`config.mk`:
```
export PLATFORM = sky130hd
export DESIGN_NAME = serial_led_command_parser_unit
export DESIGN_NICKNAME = d
export VERILOG_FILES = /design/src/slcp_pkg.sv /design/src/slcp_queue.sv /design/src/slcp_front.sv /design/src/slcp_back.sv /design/src/serial_led_command_parser_unit.sv
export SDC_FILE = /design/constraint.sdc
export NUM_CORES = 1
export LEC_CHECK = 0
export ABC_AREA = 1
export CAP_MARGIN = 20
export CELL_PAD_IN_SITES_DETAIL_PLACEMENT = 0
export CELL_PAD_IN_SITES_GLOBAL_PLACEMENT = 2
export CORE_MARGIN = 1.5
export CORE_UTILIZATION = 48
export CTS_BUF_LIST = sky130_fd_sc_hd__clkbuf_8
export DETAILED_ROUTE_END_ITERATION = 7
export DONT_BUFFER_PORTS = 1
export PLACE_DENSITY_LB_ADDON = 0.2
export SKIP_CTS_REPAIR_TIMING = 1
export SYNTH_ARGS = -nofsm -noshare
export SYNTH_HDL_FRONTEND = slang
export SYNTH_SLANG_ARGS = --single-unit
```
`constraint.sdc`:
```
create_clock -name clk_i -period 8.1 [get_ports clk_i]
set_clock_uncertainty 0.2 [all_clocks]
set_input_delay 1.62 -clock clk_i [delete_from_list [all_inputs] [get_ports clk_i]]
set_output_delay 1.62 -clock clk_i [all_outputs]
set_load 0.005 [all_outputs]
```
`src/slcp_pkg.sv`:
```
package slcp_pkg;

  localparam int BufferCharsDef    = 8;
  localparam int TicksPerToggleDef = 100;
  localparam int QueueDepth        = 2;

  localparam logic [7:0] CharCr    = 8'd13;
  localparam logic [7:0] CharGt    = 8'd62;
  localparam logic [7:0] CharSpace = 8'd32;
  localparam logic [7:0] PrintLow  = 8'd33;
  localparam logic [7:0] PrintHigh = 8'd126;

  localparam int TextChars = 17;
  localparam int TextIdxW  = $clog2(TextChars);

  localparam logic [8*TextChars-1:0] RepOn      = {"LED on", CharCr, {10{8'h00}}};
  localparam logic [8*TextChars-1:0] RepOff     = {"LED off", CharCr, {9{8'h00}}};
  localparam logic [8*TextChars-1:0] RepToggle  = {"LED toggled", CharCr, {5{8'h00}}};
  localparam logic [8*TextChars-1:0] RepBlink   = {"LED blinked", CharCr, {5{8'h00}}};
  localparam logic [8*TextChars-1:0] RepUnknown = "unknown command: ";

  typedef enum logic [2:0] {
    JobTick,
    JobEcho,
    JobOn,
    JobOff,
    JobToggle,
    JobBlink,
    JobUnknown
  } job_kind_e;

  typedef struct packed {
    job_kind_e  kind;
    logic [7:0] echo_byte;
  } job_t;

  typedef struct packed {
    logic       command;
    logic [7:0] rx_byte;
  } in_item_t;

  typedef struct packed {
    logic       tx_valid;
    logic [7:0] tx_byte;
    logic       led_level;
    logic       last;
  } out_item_t;

  function automatic logic [8*TextChars-1:0] reply_text(job_kind_e kind);
    logic [8*TextChars-1:0] t;
    case (kind)
      JobOn:     t = RepOn;
      JobOff:    t = RepOff;
      JobToggle: t = RepToggle;
      JobBlink:  t = RepBlink;
      default:   t = RepUnknown;
    endcase
    return t;
  endfunction

  function automatic logic [TextIdxW-1:0] reply_last_idx(job_kind_e kind);
    logic [TextIdxW-1:0] n;
    case (kind)
      JobOn:     n = TextIdxW'(6);
      JobOff:    n = TextIdxW'(7);
      JobToggle: n = TextIdxW'(11);
      JobBlink:  n = TextIdxW'(11);
      default:   n = TextIdxW'(TextChars - 1);
    endcase
    return n;
  endfunction

  function automatic logic [7:0] text_char(logic [8*TextChars-1:0] t,
                                           logic [TextIdxW-1:0] idx);
    logic [7:0] c;
    c = 8'h00;
    if (idx < TextIdxW'(TextChars)) begin
      c = t[8*(TextChars-1-int'(idx)) +: 8];
    end
    return c;
  endfunction

  function automatic out_item_t make_out(logic v, logic [7:0] b, logic led, logic last);
    out_item_t o;
    o.tx_valid  = v;
    o.tx_byte   = b;
    o.led_level = led;
    o.last      = last;
    return o;
  endfunction

endpackage

```
`src/slcp_queue.sv`:
```
module slcp_queue #(
  parameter int Width = 8,
  parameter int Depth = 2
) (
  input  logic             clk_i,
  input  logic             rst_ni,
  input  logic             push_i,
  input  logic [Width-1:0] data_i,
  input  logic             pop_i,
  output logic [Width-1:0] data_o,
  output logic             full_o,
  output logic             empty_o
);

  localparam int PtrW = (Depth > 1) ? $clog2(Depth) : 1;
  localparam int CntW = $clog2(Depth + 1);

  logic [Depth-1:0][Width-1:0] mem_q;
  logic [PtrW-1:0] wr_ptr_q, wr_ptr_d, rd_ptr_q, rd_ptr_d;
  logic [CntW-1:0] cnt_q, cnt_d;

  assign full_o  = (cnt_q == CntW'(Depth));
  assign empty_o = (cnt_q == '0);
  assign data_o  = mem_q[rd_ptr_q];

  always_comb begin
    wr_ptr_d = wr_ptr_q;
    rd_ptr_d = rd_ptr_q;
    cnt_d    = cnt_q;
    if (push_i) begin
      wr_ptr_d = (wr_ptr_q == PtrW'(Depth - 1)) ? '0 : wr_ptr_q + 1'b1;
    end
    if (pop_i) begin
      rd_ptr_d = (rd_ptr_q == PtrW'(Depth - 1)) ? '0 : rd_ptr_q + 1'b1;
    end
    if (push_i && !pop_i) begin
      cnt_d = cnt_q + 1'b1;
    end else if (pop_i && !push_i) begin
      cnt_d = cnt_q - 1'b1;
    end
  end

  always_ff @(posedge clk_i or negedge rst_ni) begin
    if (!rst_ni) begin
      wr_ptr_q <= '0;
      rd_ptr_q <= '0;
      cnt_q    <= '0;
    end else begin
      wr_ptr_q <= wr_ptr_d;
      rd_ptr_q <= rd_ptr_d;
      cnt_q    <= cnt_d;
    end
  end

  always_ff @(posedge clk_i) begin
    if (push_i) begin
      mem_q[wr_ptr_q] <= data_i;
    end
  end

endmodule

```
`src/slcp_front.sv`:
```
module slcp_front #(
  parameter int BufferChars = slcp_pkg::BufferCharsDef
) (
  input  logic                                 clk_i,
  input  logic                                 rst_ni,
  input  logic                                 in_valid_i,
  output logic                                 in_ready_o,
  input  slcp_pkg::in_item_t                   in_data_i,
  input  logic                                 q_full_i,
  output logic                                 push_o,
  output slcp_pkg::job_t                       job_o,
  output logic [BufferChars-1:0][7:0]          word_o,
  output logic [$clog2(BufferChars+1)-1:0]     len_o
);

  import slcp_pkg::*;

  localparam int PosW = $clog2(BufferChars);
  localparam int LenW = $clog2(BufferChars + 1);

  logic [BufferChars-1:0][7:0] buf_q;
  logic [PosW-1:0] wp_q, wp_d;
  logic full_q, full_d;
  logic accept, is_cr, is_print;
  logic is_on, is_off, is_toggle, is_blink;
  logic [LenW-1:0] len;

  assign in_ready_o = !q_full_i;
  assign accept     = in_valid_i && in_ready_o;
  assign is_cr      = (in_data_i.rx_byte == CharCr);
  assign is_print   = (in_data_i.rx_byte >= PrintLow) && (in_data_i.rx_byte <= PrintHigh);
  assign len        = full_q ? LenW'(BufferChars) : LenW'(wp_q);

  assign is_on     = !full_q && (len == LenW'(2)) && (buf_q[0] == "o") && (buf_q[1] == "n");
  assign is_off    = !full_q && (len == LenW'(3)) && (buf_q[0] == "o") && (buf_q[1] == "f")
                     && (buf_q[2] == "f");
  assign is_toggle = !full_q && (len == LenW'(6)) && (buf_q[0] == "t") && (buf_q[1] == "o")
                     && (buf_q[2] == "g") && (buf_q[3] == "g") && (buf_q[4] == "l")
                     && (buf_q[5] == "e");
  assign is_blink  = !full_q && (len == LenW'(5)) && (buf_q[0] == "b") && (buf_q[1] == "l")
                     && (buf_q[2] == "i") && (buf_q[3] == "n") && (buf_q[4] == "k");

  assign push_o = accept;
  assign word_o = buf_q;
  assign len_o  = len;

  always_comb begin
    job_o.echo_byte = in_data_i.rx_byte;
    if (in_data_i.command) begin
      job_o.kind = JobTick;
    end else if (!is_cr) begin
      job_o.kind = JobEcho;
    end else if (is_on) begin
      job_o.kind = JobOn;
    end else if (is_off) begin
      job_o.kind = JobOff;
    end else if (is_toggle) begin
      job_o.kind = JobToggle;
    end else if (is_blink) begin
      job_o.kind = JobBlink;
    end else begin
      job_o.kind = JobUnknown;
    end
  end

  always_comb begin
    wp_d   = wp_q;
    full_d = full_q;
    if (accept && !in_data_i.command) begin
      if (is_cr) begin
        wp_d   = '0;
        full_d = 1'b0;
      end else if (is_print) begin
        if (wp_q == PosW'(BufferChars - 1)) begin
          wp_d   = '0;
          full_d = 1'b1;
        end else begin
          wp_d = wp_q + 1'b1;
        end
      end
    end
  end

  always_ff @(posedge clk_i or negedge rst_ni) begin
    if (!rst_ni) begin
      wp_q   <= '0;
      full_q <= 1'b0;
    end else begin
      wp_q   <= wp_d;
      full_q <= full_d;
    end
  end

  always_ff @(posedge clk_i) begin
    if (accept && !in_data_i.command && !is_cr && is_print) begin
      buf_q[wp_q] <= in_data_i.rx_byte;
    end
  end

endmodule

```
`src/slcp_back.sv`:
```
module slcp_back #(
  parameter int BufferChars    = slcp_pkg::BufferCharsDef,
  parameter int TicksPerToggle = slcp_pkg::TicksPerToggleDef
) (
  input  logic                                 clk_i,
  input  logic                                 rst_ni,
  input  logic                                 q_empty_i,
  input  slcp_pkg::job_t                       q_job_i,
  input  logic [BufferChars-1:0][7:0]          q_word_i,
  input  logic [$clog2(BufferChars+1)-1:0]     q_len_i,
  output logic                                 q_pop_o,
  output logic                                 out_valid_o,
  input  logic                                 out_ready_i,
  output slcp_pkg::out_item_t                  out_data_o
);

  import slcp_pkg::*;

  localparam int WordIdxW = $clog2(BufferChars);
  localparam int LenW     = $clog2(BufferChars + 1);
  localparam int TickW    = $clog2(TicksPerToggle);

  typedef enum logic [2:0] {
    StIdle,
    StFirst,
    StText,
    StWord,
    StCr,
    StPrompt
  } state_e;

  state_e state_q, state_d;
  job_t job_q, job_d;
  logic [BufferChars-1:0][7:0] word_q, word_d;
  logic [LenW-1:0] len_q, len_d;
  logic [TextIdxW-1:0] txt_idx_q, txt_idx_d;
  logic [WordIdxW-1:0] word_idx_q, word_idx_d;
  logic led_q, led_d, blink_q, blink_d;
  logic [TickW-1:0] tick_q, tick_d;
  logic out_valid_q, out_valid_d;
  out_item_t out_q, out_d;
  logic emit_ok;

  assign emit_ok     = !out_valid_q || out_ready_i;
  assign out_valid_o = out_valid_q;
  assign out_data_o  = out_q;

  always_comb begin
    state_d     = state_q;
    job_d       = job_q;
    word_d      = word_q;
    len_d       = len_q;
    txt_idx_d   = txt_idx_q;
    word_idx_d  = word_idx_q;
    led_d       = led_q;
    blink_d     = blink_q;
    tick_d      = tick_q;
    out_d       = out_q;
    out_valid_d = out_valid_q && !out_ready_i;
    q_pop_o     = 1'b0;
    unique case (state_q)
      StIdle: begin
        if (!q_empty_i) begin
          q_pop_o = 1'b1;
          job_d   = q_job_i;
          word_d  = q_word_i;
          len_d   = q_len_i;
          state_d = StFirst;
        end
      end
      StFirst: begin
        if (emit_ok) begin
          out_valid_d = 1'b1;
          case (job_q.kind)
            JobTick: begin
              if (blink_q) begin
                if (tick_q == TickW'(TicksPerToggle - 1)) begin
                  tick_d = '0;
                  led_d  = !led_q;
                end else begin
                  tick_d = tick_q + 1'b1;
                end
              end
              out_d   = make_out(1'b0, 8'h00, led_d, 1'b1);
              state_d = StIdle;
            end
            JobEcho: begin
              out_d   = make_out(1'b1, job_q.echo_byte, led_q, 1'b1);
              state_d = StIdle;
            end
            default: begin
              out_d     = make_out(1'b1, job_q.echo_byte, led_q, 1'b0);
              blink_d   = (job_q.kind == JobBlink);
              txt_idx_d = '0;
              state_d   = StText;
              if (job_q.kind == JobOn) begin
                led_d = 1'b1;
              end else if (job_q.kind == JobOff) begin
                led_d = 1'b0;
              end else if (job_q.kind == JobToggle) begin
                led_d = !led_q;
              end
            end
          endcase
        end
      end
      StText: begin
        if (emit_ok) begin
          out_valid_d = 1'b1;
          out_d = make_out(1'b1, text_char(reply_text(job_q.kind), txt_idx_q), led_q, 1'b0);
          if (txt_idx_q == reply_last_idx(job_q.kind)) begin
            txt_idx_d  = '0;
            word_idx_d = '0;
            if (job_q.kind != JobUnknown) begin
              state_d = StPrompt;
            end else if (len_q == '0) begin
              state_d = StCr;
            end else begin
              state_d = StWord;
            end
          end else begin
            txt_idx_d = txt_idx_q + 1'b1;
          end
        end
      end
      StWord: begin
        if (emit_ok) begin
          out_valid_d = 1'b1;
          out_d       = make_out(1'b1, word_q[word_idx_q], led_q, 1'b0);
          if (LenW'(word_idx_q) + LenW'(1) == len_q) begin
            state_d = StCr;
          end else begin
            word_idx_d = word_idx_q + 1'b1;
          end
        end
      end
      StCr: begin
        if (emit_ok) begin
          out_valid_d = 1'b1;
          out_d       = make_out(1'b1, CharCr, led_q, 1'b0);
          txt_idx_d   = '0;
          state_d     = StPrompt;
        end
      end
      StPrompt: begin
        if (emit_ok) begin
          out_valid_d = 1'b1;
          if (txt_idx_q == '0) begin
            out_d     = make_out(1'b1, CharGt, led_q, 1'b0);
            txt_idx_d = TextIdxW'(1);
          end else begin
            out_d   = make_out(1'b1, CharSpace, led_q, 1'b1);
            state_d = StIdle;
          end
        end
      end
      default: begin
        state_d = StIdle;
      end
    endcase
  end

  always_ff @(posedge clk_i or negedge rst_ni) begin
    if (!rst_ni) begin
      state_q     <= StIdle;
      led_q       <= 1'b0;
      blink_q     <= 1'b0;
      tick_q      <= '0;
      out_valid_q <= 1'b0;
      txt_idx_q   <= '0;
      word_idx_q  <= '0;
      job_q       <= '0;
      word_q      <= '0;
      len_q       <= '0;
      out_q       <= '0;
    end else begin
      state_q     <= state_d;
      led_q       <= led_d;
      blink_q     <= blink_d;
      tick_q      <= tick_d;
      out_valid_q <= out_valid_d;
      txt_idx_q   <= txt_idx_d;
      word_idx_q  <= word_idx_d;
      job_q       <= job_d;
      word_q      <= word_d;
      len_q       <= len_d;
      out_q       <= out_d;
    end
  end

`ifndef SYNTHESIS
  a_tick_count_range: assert property (@(posedge clk_i) disable iff (!rst_ni)
    tick_q < TickW'(TicksPerToggle))
    else $error("tick count out of range");

  a_pop_only_idle: assert property (@(posedge clk_i) disable iff (!rst_ni)
    q_pop_o |-> (state_q == StIdle) && !q_empty_i)
    else $error("queue pop outside idle");

  a_silent_result_last: assert property (@(posedge clk_i) disable iff (!rst_ni)
    out_valid_q && !out_q.tx_valid |-> out_q.last && (out_q.tx_byte == 8'h00))
    else $error("tick result malformed");

  a_prompt_ends_word: assert property (@(posedge clk_i) disable iff (!rst_ni)
    (state_q == StPrompt) && (txt_idx_q != '0) && emit_ok |=>
      out_valid_q && out_q.last && (state_q == StIdle))
    else $error("prompt did not close the reply");
`endif

endmodule

```
`src/serial_led_command_parser_unit.sv`:
```
// channel  direction  payload     handshake
// in       input      in_item_t   in_valid_i / in_ready_o
// out      output     out_item_t  out_valid_o / out_ready_i
//
// a tick or a plain byte gives one word, through the queue, the back's job register and its output register, when idle
// a carriage return gives 1 + reply length words (up to 21 + buffer chars),
// one per cycle from the back sequencer while out_ready_i allows, after a one-cycle queue pop
// reset clears control state at once; no clearing pass
// a two-entry job queue lets the front accept while the back is stalled on out_ready_i
module serial_led_command_parser_unit #(
  parameter int BufferChars    = slcp_pkg::BufferCharsDef,
  parameter int TicksPerToggle = slcp_pkg::TicksPerToggleDef
) (
  input  logic                clk_i,
  input  logic                rst_ni,
  input  logic                in_valid_i,
  output logic                in_ready_o,
  input  slcp_pkg::in_item_t  in_data_i,
  output logic                out_valid_o,
  input  logic                out_ready_i,
  output slcp_pkg::out_item_t out_data_o
);

  import slcp_pkg::*;

  localparam int LenW  = $clog2(BufferChars + 1);
  localparam int WordW = 8 * BufferChars;
  localparam int JobW  = $bits(job_t);
  localparam int QW    = JobW + LenW + WordW;

  logic push, pop, q_full, q_empty;
  job_t f_job, b_job;
  logic [BufferChars-1:0][7:0] f_word, b_word;
  logic [LenW-1:0] f_len, b_len;
  logic [QW-1:0] q_in, q_out;

  slcp_front #(
    .BufferChars(BufferChars)
  ) u_front (
    .clk_i     (clk_i),
    .rst_ni    (rst_ni),
    .in_valid_i(in_valid_i),
    .in_ready_o(in_ready_o),
    .in_data_i (in_data_i),
    .q_full_i  (q_full),
    .push_o    (push),
    .job_o     (f_job),
    .word_o    (f_word),
    .len_o     (f_len)
  );

  assign q_in = {f_job, f_len, f_word};

  slcp_queue #(
    .Width(QW),
    .Depth(QueueDepth)
  ) u_queue (
    .clk_i  (clk_i),
    .rst_ni (rst_ni),
    .push_i (push),
    .data_i (q_in),
    .pop_i  (pop),
    .data_o (q_out),
    .full_o (q_full),
    .empty_o(q_empty)
  );

  assign b_job  = job_t'(q_out[QW-1 -: JobW]);
  assign b_len  = q_out[WordW +: LenW];
  assign b_word = q_out[WordW-1:0];

  slcp_back #(
    .BufferChars   (BufferChars),
    .TicksPerToggle(TicksPerToggle)
  ) u_back (
    .clk_i      (clk_i),
    .rst_ni     (rst_ni),
    .q_empty_i  (q_empty),
    .q_job_i    (b_job),
    .q_word_i   (b_word),
    .q_len_i    (b_len),
    .q_pop_o    (pop),
    .out_valid_o(out_valid_o),
    .out_ready_i(out_ready_i),
    .out_data_o (out_data_o)
  );

endmodule
```
### Word-level counts from Yosys, hierarchy flattened

Cells that the tools add are included.

* register bits after elaboration: 341
* output and inout port bits: 13
* word-level logic and storage cells: 252

* $add $sub $neg: 10
* order comparisons: 9
* equal/unequal tests: 48
* shift-type cells: 1
* multiplexer cells: 79
* bitwise operators: 3
* reductions and logical operators: 65

Operator list (number)
* case mux 134 bit (4 select lines): 1
* 2-to-1 mux 136 bit: 2
* 2-to-1 mux 79 bit: 3
* bitwise mux 158 bit: 1
* indexed part select 136 x 32 -> 8 bit: 1
* equality test 8 x 7 -> 1 bit (second input constant): 15
* demux 79 bit (select 1 bit): 1
* 2-to-1 mux 3 bit: 23
* bitwise mux 64 bit: 1
* 2-to-1 mux 11 bit: 5
* case mux 11 bit (5 select lines): 1
* 2-to-1 mux 5 bit: 9
* logical AND 1 bit: 30
* binary-select mux 8 bit (select 3 bit): 1
* demux 8 bit (select 3 bit): 1
* 2-to-1 mux 8 bit: 3
* case mux 11 bit (2 select lines): 1
* case mux 5 bit (4 select lines): 1
* case mux 3 bit (6 select lines): 1
* inequality test 2 x 1 -> 1 bit (second input constant): 8
* equality test 3 bit (second input constant): 5
* case mux 5 bit (3 select lines): 1
* 2-to-1 mux 1 bit: 14
* 2-to-1 mux 7 bit: 2
* other kinds (49): 84

### Logic depth before layout (Yosys ltp)

* word-level depth: 15
* gate-level depth with buffers: 18
* mapped depth without buffers: 16

### Hierarchy

Synthesis repeated with hierarchy kept, for this count alone.

* cell total of the unflattened synthesis: 1363
* area total of the unflattened synthesis: 15253.4 um^2

By module, submodules not included
* slcp_queue: times used 1, cells an instance 271, area each 6308.6 um^2, sequential area each 4844.6 um^2
* slcp_back: times used 1, cells an instance 833, area each 6084.6 um^2, sequential area each 2777.7 um^2
* slcp_front: times used 1, cells an instance 259, area each 2860.2 um^2, sequential area each 2021.9 um^2

### Worst setup path before layout

OpenSTA, ideal clock, no wires.

* path type: input to register
* from: in in_valid_i
* to: reg u_queue.mem_q[100] (netlist name), enable pin
* arrival: 5.039 ns
* setup slack: 2.343 ns
* stages on the path: 2
* buffers on the path: 0
* cell sequence: nand2_1 > nor2_1

* longest elaborated chain between the ends: 1

RTL lines
* start: declaration: line serial_led_command_parser_unit.sv:16 `input logic in_valid_i,`
* logical AND 1 bit: line slcp_front.sv:29 `assign accept = in_valid_i && in_ready_o;`
* end signal: indexed assignment: line slcp_queue.sv:57 `mem_q[wr_ptr_q] <= data_i;`
* end: declaration: line slcp_queue.sv:18 `logic [Depth-1:0][Width-1:0] mem_q;`

No other way between the ends.
A chain may end at the register's enable or synchronous reset.

### Worst setup path in the final report

* from: in in_valid_i
* to: reg u_queue.mem_q[70] (netlist name), enable pin

The elaborated chain is that of the path after synthesis.

==> results.txt <==
----------------------------------------------------
[Outcome]
  Status ... completed

[Clock network]
  TritonCTS Sinks ... 341
  Clk Latency, worst-skew pair ... 0.62 ns
  Total CTS buffers ... 55
  Clock tree root buffer cell ... clkbuf_8
  H-Tree Level Count ... 2
  Clock tree from TritonCTS ... built
  Maximum number of buffers from clock root to sink ... 3
  Clock-pin slew on the worst setup and hold paths ... 0.06 ns

[STA]
  Final Max Tran Viols ... 0
  Number of setup violations in the final report ... 0
  Highest Clock Rate ... 297 MHz
  Setup TNS ... 0 ns
  RSZ-0062 raised after global routing ... false
  Final Hold Violating Endpoints ... 0
  Final critical delay including setup and external delays ... 3.37 ns
  Final Hold Slack ... 0.240 ns
  Max transition margin ... 33.9%
  Transition time at the pin with the least slew margin ... 0.990 ns
  Crit share post-route ... 41.6%

[Layout]
  Area overhead of the layout relative to synthesis ... 10.1%
  Antenna diodes ... 0
  Number of nets in the finished design ... 1,358
  Fraction of layout cells with a size suffix above 1 ... 10.2%

[Place]
  Detailed placer's ending HPWL ... 22.6 mm
  Global placement routability congestion ... 0.863
  Quantity of I/O buffers inserted on ports ... 0

[Synth]
  Number of cells produced by synthesis ... 1,327
  Synth warn ... 0
  Distinct cell type count after synthesis ... 45
  FFs w/ async S/R, synth ... 34.9%
  Largest area contributor in the netlist ... edfxtp_1
  Count of state elements after synthesis ... 341
  Synth Flop Type ... edfxtp_1
  Sequential fraction of the synthesis area ... 66.7%
  Synthesized net count ... 1,348
  Avg Cell Area, Syn ... 10.9 um2
  Synthesized area ... 14,500 um2
  Top cells by area in the synthesized netlist ... edfxtp_1 46%, dfrtp_1 21%, nor2_1 7.0%, nand2_1 5.5%, o31ai_1 4.2%
  Cell types with the highest counts after synthesis ... 268 x nor2_1, 222 x edfxtp_1, 213 x nand2_1
  Top-count cell post-synth ... nor2_1
  Fraction of synthesized cell area taken by the top area cell type ... 46.1%
  EDFF count, synth ... 222

[Power and ir drop]
  Leakage power figure ... 6.31 nW
  Int Power ... 3.82 mW
  Sequential group share of total power ... 42.6%
  Portion of total power attributed to the clock network ... 22.9%
  Net switching component of the power ... 2.52 mW
  Switching fraction of total power ... 39.8%
  P per Cell Area ... 399 nW/um2
  Maximum vdd drop ... 0.000261 V
  Share of total power in combinational logic ... 34.6%

[Hold path]
  Hold Crit Class ... register to register

[GRT]
  Remaining Overflow, GRT ... 0
  Pin count of the biggest net entering global routing ... 161
  Antenna violations before repair ... 0
  Global-route wire length before repair ... 54.6 mm
  Overall routing resource usage ... 23.3%
  Number of global-route vias before repair ... 9,285

[Detailed routing]
  Total wire length after detailed routing ... 35.2 mm
  Wire length per cell after detailed routing ... 19.9 um
  Via/cell ratio ... 5.46
  DRC errors left ... 0
  Post-route antenna net violation count ... 0
  Drt initial violations ... 733
  Via count of the routed design ... 9,686
  Count of TritonRoute iterations in the first routing pass ... 5

[Floorplanning]
  Initial core utilization ... 48.8%
  I/O pin cnt ... 26
  Die Wd ... 177 um
  Std cell rows ... 63
  Die area ... 31,200 um2
  Die Y ... 177 um
  Placeable core region ... 29,600 um2

[Critical path]
  Crit path kind ... input pin to register
  Endpoint type of the worst setup path ... register
  Maximum net fanout on the critical path ... 48
  Arrival time reported for the critical path endpoint ... 3.41 ns
  Kind of launch point of the worst setup path ... input pin
  Endpoint required time on the critical path ... 8.15 ns

[Run]
  Max_cap viols ... 0

----------------------------------------------------
critical path: stages:
cell,delay (ns)
nand2_1,0.21
nor2_4,0.83
buf_4,0.70
layer usage:
layer / track usage [%] / wire length, um
met5: 0 / 0
met4: 7.77 / 910
met3: 3.34 / 1710
met2: 36.8 / 16500
met1: 33.3 / 16100
power by group through the flow:
stage	Sequential (mW)	Combinational (mW)	Clock [mW]
3_5_place_dp	2.73	2.20	0
2_1_floorplan	2.59	1.70	0
3_3_place_gp	2.72	2.20	0
4_1_cts	2.70	2.21	1.48
5_1_grt	2.75	2.49	1.55
6_report	2.70	2.19	1.45
flip-flops by register name, indices dropped and copies added, names as in the netlist, 2 cells and up:
name,cells
u_back.word_q,64
u_queue.mem_q,158
u_front.word_o,64
u_front.wp_q,3
u_back.txt_idx_q,5
u_back.word_idx_q,3
u_back.len_q,4
u_back.out_data_o,11
u_queue.cnt_q,2
u_back.job_q,11
u_back.state_q,3
u_back.tick_q,7
cell usage in the layout (no fill, tap or decap), types with 2 or more instances in the layout:
cell | synthesis | routed
nor4_1 | 5 | 5
nor4b_1 | 2 | 2
o21ai_1 | 11 | 11
clkinv_2 | 0 | 12
dfrtp_1 | 119 | 118
nor3_1 | 18 | 18
or2_2 | 5 | 5
nand2_2 | 8 | 8
o211ai_1 | 9 | 9
nand4_1 | 16 | 16
a21oi_1 | 25 | 25
o31ai_1 | 81 | 81
nor2_1 | 268 | 266
nand3_2 | 4 | 4
a31oi_1 | 3 | 3
edfxtp_1 | 222 | 222
nand3_1 | 55 | 55
o22ai_1 | 8 | 8
nor3_4 | 4 | 4
nor3b_2 | 3 | 3
buf_4 | 2 | 6
o21ai_0 | 54 | 54
clkbuf_8 | 0 | 64
inv_1 | 68 | 84
ha_1 | 8 | 8
nor2_4 | 3 | 5
inv_2 | 11 | 11
clkinv_1 | 2 | 10
nand3b_1 | 7 | 7
nand2_4 | 2 | 2
nor2_2 | 6 | 6
nand2_1 | 213 | 213
o221ai_1 | 12 | 12
or2_1 | 2 | 2
xor2_1 | 10 | 10
path summary, 6_finish.rpt:
kind	start	end	slack [ns]	cells past startpoint
worst max-delay path	in_valid_i	u_queue.mem_q[70]$_DFFE_PP_	4.73	3
worst min-delay path	u_front.word_o[50]$_DFFE_PP_	u_queue.mem_q[50]$_DFFE_PP_	0.24	0
worst max register to register	u_back.txt_idx_q[0]$_DFFE_PN0P_	u_back.out_data_o[7]$_DFFE_PN0P_	4.88	13
worst min register to register	u_front.word_o[50]$_DFFE_PP_	u_queue.mem_q[50]$_DFFE_PP_	0.24	0
max in group asynchronous	rst_ni	u_back.out_data_o[3]$_DFFE_PN0P_	6.84	0
min in group asynchronous	rst_ni	u_back.tick_q[3]$_DFFE_PN0P_	0.53	0
logic make-up (layout without fill, tap and decap cells):
group	Yosys count	after routing	share of synthesized area, %
AOI/OAI and AO/OA	207	207	9.23
and+or+nand+nor	623	623	18.8
xor gates and xnor gates	11	11	0.667
adders and majority gates	8	8	0.693
DFF	341	341	66.7
buffers and inverters	137	194	3.86
per-stage QoR:
| step | cells | utilization, % | setup slack, ns | cell area, um2 | power, mW |
|---|---|---|---|---|---|
| after floorplan | 1327 | - | 2.34 | 14500 | 4.29 |
| after global placement | 1669 | 49.9 | 4.05 | 14800 | 4.93 |
| after detailed placement | 1669 | 49.9 | 4.03 | 14800 | 4.93 |
| after CTS | 1773 | 53.6 | 4.67 | 15900 | 6.39 |
| after global routing | 1774 | 53.7 | 4.58 | 15900 | 6.80 |
| final | 1774 | 53.7 | 4.73 | 15900 | 6.34 |
area by class of cell:
| class | count | area (um2) |
|---|---|---|
| Clock buffer | 64 | 881 |
| Clock inverter | 40 | 228 |
| Fill cell | 2653 | 13700 |
| Inverter | 82 | 310 |
| Multi-Input combinational cell | 849 | 4270 |
| Sequential cell | 341 | 9650 |
| Tap cell | 390 | 488 |
| Timing Repair Buffer | 8 | 92.6 |
Power figures use the tool's default switching activity.
